$ cat src/aob_pkg.sv
// shared types, constants and the divide-by-255 helper of the blend core
// no dependencies
`timescale 1ns / 1ps

package aob_pkg;

  localparam int CH_W           = 8;
  localparam int NCH            = 3;   // blue, green, red
  localparam int NUM_W          = 17;  // blended color numerator
  localparam int QW             = 9;   // quotient bits, top bit only flags saturation
  localparam int BITS_PER_STAGE = 2;
  localparam int DIV_STAGES     = (QW + BITS_PER_STAGE - 1) / BITS_PER_STAGE;
  localparam int ARITH_STAGES   = 4;
  localparam int PIPE_STAGES    = ARITH_STAGES + DIV_STAGES;

  localparam logic [CH_W-1:0] ALPHA_MAX = 8'd255;

  // pixel taken as is when the source is fully transparent or opaque
  typedef struct packed {
    logic            byp;
    logic [CH_W-1:0] blue;
    logic [CH_W-1:0] green;
    logic [CH_W-1:0] red;
    logic [CH_W-1:0] alpha;
  } pass_t;

  // floor(x / 255), exact for x up to 65279
  function automatic logic [CH_W-1:0] div255(input logic [15:0] x);
    logic [16:0] sum;
    sum = 17'(x) + 17'(x[15:8]) + 17'd1;
    return sum[15:8];
  endfunction

endpackage

$ cat src/aob_div.sv
// pipelined restoring divider, numerator by 8-bit blended alpha
// depends on aob_pkg
`timescale 1ns / 1ps

module aob_div (
  input  logic                           clk,
  input  logic [aob_pkg::DIV_STAGES-1:0] en,
  input  logic [aob_pkg::NUM_W-1:0]      num,
  input  logic [aob_pkg::CH_W-1:0]       den,
  output logic [aob_pkg::QW-1:0]         quo
);
  import aob_pkg::*;

  logic [NUM_W-1:0] rem_q [DIV_STAGES-1];
  logic [CH_W-1:0]  den_q [DIV_STAGES-1];
  logic [QW-1:0]    quo_q [DIV_STAGES];

  for (genvar j = 0; j < DIV_STAGES; j++) begin : g_stg
    logic [NUM_W-1:0] r_in;
    logic [NUM_W-1:0] r_out;
    logic [QW-1:0]    q_in;
    logic [QW-1:0]    q_out;
    logic [CH_W-1:0]  d_in;

    if (j == 0) begin : g_first
      assign r_in = num;
      assign q_in = '0;
      assign d_in = den;
    end else begin : g_next
      assign r_in = rem_q[j-1];
      assign q_in = quo_q[j-1];
      assign d_in = den_q[j-1];
    end

    // two quotient bits per stage, one in the last, msb first
    always_comb begin
      r_out = r_in;
      q_out = q_in;
      for (int k = QW - 1 - j * BITS_PER_STAGE;
           k > QW - 1 - (j + 1) * BITS_PER_STAGE && k >= 0; k--) begin
        if (r_out >= (NUM_W'(d_in) << k)) begin
          r_out    = r_out - (NUM_W'(d_in) << k);
          q_out[k] = 1'b1;
        end
      end
    end

    always_ff @(posedge clk) begin
      if (en[j]) begin
        quo_q[j] <= q_out;
      end
    end

    if (j < DIV_STAGES - 1) begin : g_carry
      always_ff @(posedge clk) begin
        if (en[j]) begin
          rem_q[j] <= r_out;
          den_q[j] <= d_in;
        end
      end
    end
  end

  assign quo = quo_q[DIV_STAGES-1];

endmodule

$ cat src/alpha_over_blend_core.sv
// over-operator blend of one non-premultiplied 8-bit bgra pixel pair
// depends on aob_pkg and aob_div
`timescale 1ns / 1ps

// Blends a source pixel over a destination pixel, both 8-bit BGRA and not
// premultiplied. A source alpha of 0 returns the destination unchanged, a
// source alpha of 255 returns the source colors with alpha 255. Otherwise
// out_alpha = sa + floor(da*(255-sa)/255) and each color is
// floor((cs*sa + floor(cd*da*(255-sa)/255)) / out_alpha), saturated at 255.
// Throughput is one pixel pair per clock unless the output stalls. An input
// transfer reaches out_valid through four arithmetic stages (alpha product,
// divide by 255 and blended alpha, destination products, numerator sum) and
// five color divider stages, two quotient bits each and one in the last.
// Each stage holds its own valid bit and advances whenever the stage after
// it can take its contents, so a stall on the output only backs up as far
// as needed and bubbles are squeezed out.

module alpha_over_blend_core (
  input  logic       clk,
  input  logic       rst,
  input  logic       in_valid,
  output logic       in_ready,
  input  logic [7:0] src_blue,
  input  logic [7:0] src_green,
  input  logic [7:0] src_red,
  input  logic [7:0] src_alpha,
  input  logic [7:0] dst_blue,
  input  logic [7:0] dst_green,
  input  logic [7:0] dst_red,
  input  logic [7:0] dst_alpha,
  output logic       out_valid,
  input  logic       out_ready,
  output logic [7:0] out_blue,
  output logic [7:0] out_green,
  output logic [7:0] out_red,
  output logic [7:0] out_alpha
);
  import aob_pkg::*;

  // per-stage valid bits and advance enables
  logic [PIPE_STAGES-1:0] v;
  logic [PIPE_STAGES-1:0] en;

  // input channels, index 0 blue, 1 green, 2 red
  logic [CH_W-1:0] cs_in [NCH];
  logic [CH_W-1:0] cd_in [NCH];

  // stage 0: alpha product and source color products
  logic [15:0]     s0_p;
  logic [CH_W-1:0] s0_sa;
  logic [15:0]     s0_csa [NCH];
  logic [CH_W-1:0] s0_cd  [NCH];
  pass_t           s0_pass;
  pass_t           pass_in;

  // stage 1: p split into 255*a + b, blended alpha
  logic [CH_W-1:0] s1_a;
  logic [CH_W-1:0] s1_b;
  logic [CH_W-1:0] s1_na;
  logic [15:0]     s1_csa [NCH];
  logic [CH_W-1:0] s1_cd  [NCH];
  pass_t           s1_pass;
  logic [CH_W-1:0] a_next;

  // stage 2: destination products against both parts of p
  logic [15:0]     s2_cda [NCH];
  logic [15:0]     s2_cdb [NCH];
  logic [15:0]     s2_csa [NCH];
  logic [CH_W-1:0] s2_na;
  pass_t           s2_pass;

  // stage 3: color numerators
  logic [NUM_W-1:0] s3_num [NCH];
  logic [CH_W-1:0]  s3_na;
  pass_t            s3_pass;

  // side band that rides along the divider stages
  logic [CH_W-1:0] dv_na   [DIV_STAGES];
  pass_t           dv_pass [DIV_STAGES];
  logic [QW-1:0]   quo     [NCH];
  logic [CH_W-1:0] color   [NCH];

  assign cs_in[0] = src_blue;
  assign cs_in[1] = src_green;
  assign cs_in[2] = src_red;
  assign cd_in[0] = dst_blue;
  assign cd_in[1] = dst_green;
  assign cd_in[2] = dst_red;

  // a stage advances when it is empty or the next one advances
  always_comb begin
    en[PIPE_STAGES-1] = !v[PIPE_STAGES-1] || out_ready;
    for (int i = PIPE_STAGES - 2; i >= 0; i--) begin
      en[i] = !v[i] || en[i+1];
    end
  end

  assign in_ready  = en[0];
  assign out_valid = v[PIPE_STAGES-1];

  always_ff @(posedge clk) begin
    if (rst) begin
      v <= '0;
    end else begin
      if (en[0]) begin
        v[0] <= in_valid;
      end
      for (int i = 1; i < PIPE_STAGES; i++) begin
        if (en[i]) begin
          v[i] <= v[i-1];
        end
      end
    end
  end

  // transparent keeps destination, opaque takes source with full alpha
  always_comb begin
    pass_in.byp = (src_alpha == '0) || (src_alpha == ALPHA_MAX);
    if (src_alpha == ALPHA_MAX) begin
      pass_in.blue  = src_blue;
      pass_in.green = src_green;
      pass_in.red   = src_red;
      pass_in.alpha = ALPHA_MAX;
    end else begin
      pass_in.blue  = dst_blue;
      pass_in.green = dst_green;
      pass_in.red   = dst_red;
      pass_in.alpha = dst_alpha;
    end
  end

  always_ff @(posedge clk) begin
    if (en[0]) begin
      s0_p    <= 16'(dst_alpha) * 16'(ALPHA_MAX - src_alpha);
      s0_sa   <= src_alpha;
      s0_pass <= pass_in;
      for (int c = 0; c < NCH; c++) begin
        s0_csa[c] <= 16'(cs_in[c]) * 16'(src_alpha);
        s0_cd[c]  <= cd_in[c];
      end
    end
  end

  // p = 255*a + b, so floor(cd*p/255) = cd*a + floor(cd*b/255)
  assign a_next = div255(s0_p);

  always_ff @(posedge clk) begin
    if (en[1]) begin
      s1_a    <= a_next;
      s1_b    <= 8'(s0_p - {a_next, 8'd0} + 16'(a_next));
      s1_na   <= s0_sa + a_next;
      s1_pass <= s0_pass;
      for (int c = 0; c < NCH; c++) begin
        s1_csa[c] <= s0_csa[c];
        s1_cd[c]  <= s0_cd[c];
      end
    end
  end

  always_ff @(posedge clk) begin
    if (en[2]) begin
      s2_na   <= s1_na;
      s2_pass <= s1_pass;
      for (int c = 0; c < NCH; c++) begin
        s2_cda[c] <= 16'(s1_cd[c]) * 16'(s1_a);
        s2_cdb[c] <= 16'(s1_cd[c]) * 16'(s1_b);
        s2_csa[c] <= s1_csa[c];
      end
    end
  end

  always_ff @(posedge clk) begin
    if (en[3]) begin
      s3_na   <= s2_na;
      s3_pass <= s2_pass;
      for (int c = 0; c < NCH; c++) begin
        s3_num[c] <= NUM_W'(s2_csa[c]) + NUM_W'(s2_cda[c]) + NUM_W'(div255(s2_cdb[c]));
      end
    end
  end

  // one divider per color channel, sharing the stage enables
  for (genvar c = 0; c < NCH; c++) begin : g_div
    aob_div u_div (
      .clk (clk),
      .en  (en[PIPE_STAGES-1:ARITH_STAGES]),
      .num (s3_num[c]),
      .den (s3_na),
      .quo (quo[c])
    );
    // quotient can reach 256 for small alpha, clamp it
    assign color[c] = quo[c][QW-1] ? ALPHA_MAX : quo[c][CH_W-1:0];
  end

  always_ff @(posedge clk) begin
    for (int j = 0; j < DIV_STAGES; j++) begin
      if (en[ARITH_STAGES+j]) begin
        if (j == 0) begin
          dv_na[j]   <= s3_na;
          dv_pass[j] <= s3_pass;
        end else begin
          dv_na[j]   <= dv_na[j-1];
          dv_pass[j] <= dv_pass[j-1];
        end
      end
    end
  end

  // output select from the last stage registers
  always_comb begin
    if (dv_pass[DIV_STAGES-1].byp) begin
      out_blue  = dv_pass[DIV_STAGES-1].blue;
      out_green = dv_pass[DIV_STAGES-1].green;
      out_red   = dv_pass[DIV_STAGES-1].red;
      out_alpha = dv_pass[DIV_STAGES-1].alpha;
    end else begin
      out_blue  = color[0];
      out_green = color[1];
      out_red   = color[2];
      out_alpha = dv_na[DIV_STAGES-1];
    end
  end

endmodule

$ cat config.mk
export PLATFORM = sky130hd
export DESIGN_NAME = alpha_over_blend_core
export DESIGN_NICKNAME = d
export VERILOG_FILES = /design/src/aob_pkg.sv /design/src/aob_div.sv /design/src/alpha_over_blend_core.sv
export SDC_FILE = /design/constraint.sdc
export NUM_CORES = 2
export LEC_CHECK = 0
export BUFFER_PORTS_ARGS = -buffer_cell sky130_fd_sc_hd__buf_2
export CAP_MARGIN = 20
export CORE_ASPECT_RATIO = 0.6
export CORE_MARGIN = 4
export CORE_UTILIZATION = 65
export CTS_CLUSTER_SIZE = 14
export DETAILED_ROUTE_END_ITERATION = 8
export HOLD_SLACK_MARGIN = 0.12
export PLACE_DENSITY_LB_ADDON = 0.25
export SLEW_MARGIN = 20
export SYNTH_ARGS = -nofsm -noshare
export SYNTH_HDL_FRONTEND = slang
export SYNTH_SLANG_ARGS = --single-unit
$ cat constraint.sdc
create_clock -name clk -period 20.7 [get_ports clk]
set_input_delay 5.175 -clock clk [delete_from_list [all_inputs] [get_ports clk]]
set_output_delay 5.175 -clock clk [all_outputs]
set_load 0.02 [all_outputs]
==> out/metrics.csv <==
metric;value;unit
status;completed;
ios;102;
syn_area;70400;sq um
postRouteAntennaNets;0;
setup_tns;0;ps
stdcell_count;7764;
drc_errors;0;
ys_seq_elements;1040;
dp_hpwl;122000;um
end_kind;output port;
critPathArrivalTime;8800;ps
fin_nets;7437;
gp_congestion;0.941;
cts_hold_buf;0;
cpPeakStageDelay;830;ps
synth_flop_cell;edfxtp_1;
synth_area_per_cell;11.4;sq um
first_pass_iters;7;
hold_path.class;register to register;
placed_area;72500;sq um
synthArstFlopShare;0;
start_util;0.655;
area_growth;7.40;%
coreArea;107000;sq um
yosysWarningCount;0;
cts.sinks;1040;
ys_seq_area_frac;0.442;
maxSlewHeadroom;0.229;
crit_chain;buf_2 -> nor2b_1 -> and2_1 -> and3_1 -> nand3_4 -> nor2_1 -> nand3_4 -> buf_2;
clock.fmax;71.5;MHz
rows;93;
vias;46100;
cp_slowest_cell;nand3_4;
finalHoldViolations;0;
path_buf_inv;2;
cts_resized;0;
root_buffer;clkbuf_16;
die_w;433;um
avgRoutedWirePerCell;21.2;um
tightestPinTransition;1160;ps
htree_levels;3;
fillers;7413;
track_usage;0.293;
overflow;0;
synth_cell_types;94;
drt_wl_total;165000;um
grt_max_degree;84;
finalSetupViolCount;0;
cts_buffers;95;
worst-path-max-fanout;65;
cp_top_family;simple AND/OR/NAND/NOR gates;
finClkSkew;86.6;ps
cts_buffer_depth;3;
io_buffers;101;
whs;386;ps
rsz0062_at_grt;no;
drt_iter0_markers;4614;
maxCapViolations;0;
grt_first_pass_wirelength;259000;um
clkTransAtPathRegs;60;ps
post-route-period-util;0.675;
fin_crit;13980;ps
grt_pass1_vias;46500;
drv_slew;0;
clk_latency;750;ps
post-place-cells;7593;
design_area;75600;sq um
avgViaCountPerCell;5.94;
die_h;263;um
synth_edf_count;1031;
synth_nets;7328;
critPathRequiredTime;15530;ps
syn_inst;6157;
layout-drive-gt1-share;0.0680;
die_area;114000;sq um
start_kind;input pin;
worstSetupPathType;input pin to output port;
cts_setup_buffers;0;
grt_antenna_before_repair;12;
cts_tree;yes;
-- flip-flops by register name, summed over array words and instances, names as in the netlist, 9 cells and up --
name / count
s0_cd: 24
s3_num: 51
s1_cd: 24
s0_p: 16
s1_csa: 48
s2_cdb: 48
s2_pass: 33
g_div.u_div.rem_q: 204
v: 9
s2_csa: 48
s0_csa: 48
dv_pass: 165
s2_cda: 48
s3_pass: 33
s1_pass: 33
g_div.u_div.quo_q: 87
g_div.u_div.den_q: 32
s0_pass: 33
-- final timing paths --
kind / start / to / slack (ps) / cells past startpoint
max: out_ready / in_ready / 6720 / 8
min: s2_na[6]$_DFFE_PP_ / s3_na[6]$_DFFE_PP_ / 390 / 0
max reg2reg: g_div[0].u_div.den_q[1][6]$_DFFE_PP_ / g_div[2].u_div.rem_q[2][4]$_DFFE_PP_ / 13630 / 19
min reg2reg: s2_na[6]$_DFFE_PP_ / s3_na[6]$_DFFE_PP_ / 390 / 0
-- final cells by class --
type,instances,area (sq um),area share
sequential,1040,31100,0.412
clock inverter,42,552,0.00730
timing repair buffer,131,758,0.0100
clock buffer,124,2500,0.0330
antenna,4,10.0,0.000132
inverter,863,3250,0.0430
tap,1425,1780,0.0236
multi-input combinational,4135,35600,0.471
-- cell usage in the layout (no fill, tap or decap), drive strengths merged, types with 10 or more instances in the layout --
cell / instances
a2111oi: 10
buf: 131
nand4: 39
xnor2: 235
o21bai: 22
nor4: 37
a211oi: 19
a21oi: 241
nand3: 47
clkbuf: 124
edfxtp: 1031
o211ai: 12
nand2: 353
nor3: 86
nand4b: 15
clkinv: 25
ha: 689
nor4b: 12
or4: 12
or3: 33
nor2: 327
a211o: 10
fa: 414
or2: 19
nor3b: 10
mux2i: 22
xor2: 86
nor2b: 124
o21a: 36
mux2: 106
a21boi: 58
and2: 509
a21o: 62
inv: 867
o31ai: 25
and3: 32
o21ai: 289
nand2b: 52
-- metrics by stage --
stage                     setup WS [ps]  utilization
after floorplan                    3450            -
after global placement             6830        0.675
after detailed placement           6680        0.675
after CTS                          6600        0.703
after global routing               6330        0.704
final                              6720        0.704
-- worst register-to-register path, cell delays in order (launching register included) --
cell and delay, ps:
edfxtp_1 470, inv_1 460, ha_1 400, nand4b_1 170
nor4_1 120, nor4b_1 560, and3_1 550, clkinv_1 460
nor2_1 210, a21oi_1 110, fa_1 430, a21o_1 190
a21oi_1 230, o21ai_0 110, a21oi_1 250, o21ai_0 130
a21oi_1 250, o2111ai_1 230, nand4b_1 840, mux2_2 560
-- Yosys cell counts (8+ instances only) --
cell type	number	area, sq um
o21bai_1	22	165
nand2b_1	52	325
and3_1	32	200
dfxtp_1	9	180
a21boi_0	58	435
o31ai_1	25	188
a211oi_1	18	135
or3_1	32	200
or2_2	19	119
nand2_1	353	1330
nor2b_1	124	776
edfxtp_1	1031	31000
o21ai_0	289	1450
o211ai_1	12	90.1
mux2_2	102	1150
a2111oi_0	8	70.1
and2_1	509	3180
ha_1	689	8620
inv_1	855	3210
fa_1	414	8290
nand4_1	39	244
nor4b_1	12	105
or4_1	11	82.6
xor2_1	86	753
nor3b_1	10	75.1
o21a_1	36	270
mux2i_1	22	220
nand3_1	47	235
a211o_1	10	87.6
a21o_1	62	465
nor3_1	84	420
nand4b_1	15	131
nor4_1	35	219
clkbuf_1	104	390
xnor2_1	235	2060
a21oi_1	240	1200
nor2_1	325	1220
-- metal layers --
| metal | GRT usage | vias up | wire length [um] |
|---|---|---|---|
| li1 | - | 21300 | - |
| met1 | 0.442 | 22700 | 73500 |
| met2 | 0.421 | 1810 | 68900 |
| met3 | 0.0772 | 245 | 17500 |
| met4 | 0.0801 | 2 | 4630 |
| met5 | 0 | - | 13 |
-- cells by family (layout without fill, tap and decap cells) --
family          count (synthesis)  in the layout  share of synthesized area
xor+xnor                      321            321                     0.0399
buf+inv                       982           1160                     0.0526
other cells                     0              4                          0
mux                           128            128                     0.0202
flops                        1040           1040                      0.442
compound gates                847            847                     0.0735
fa+ha+maj                    1103           1103                      0.240
simple gates                 1736           1736                      0.131
Power is not shown: default switching activity piles up to over one toggle a cycle in this logic, so the estimate is an artifact.
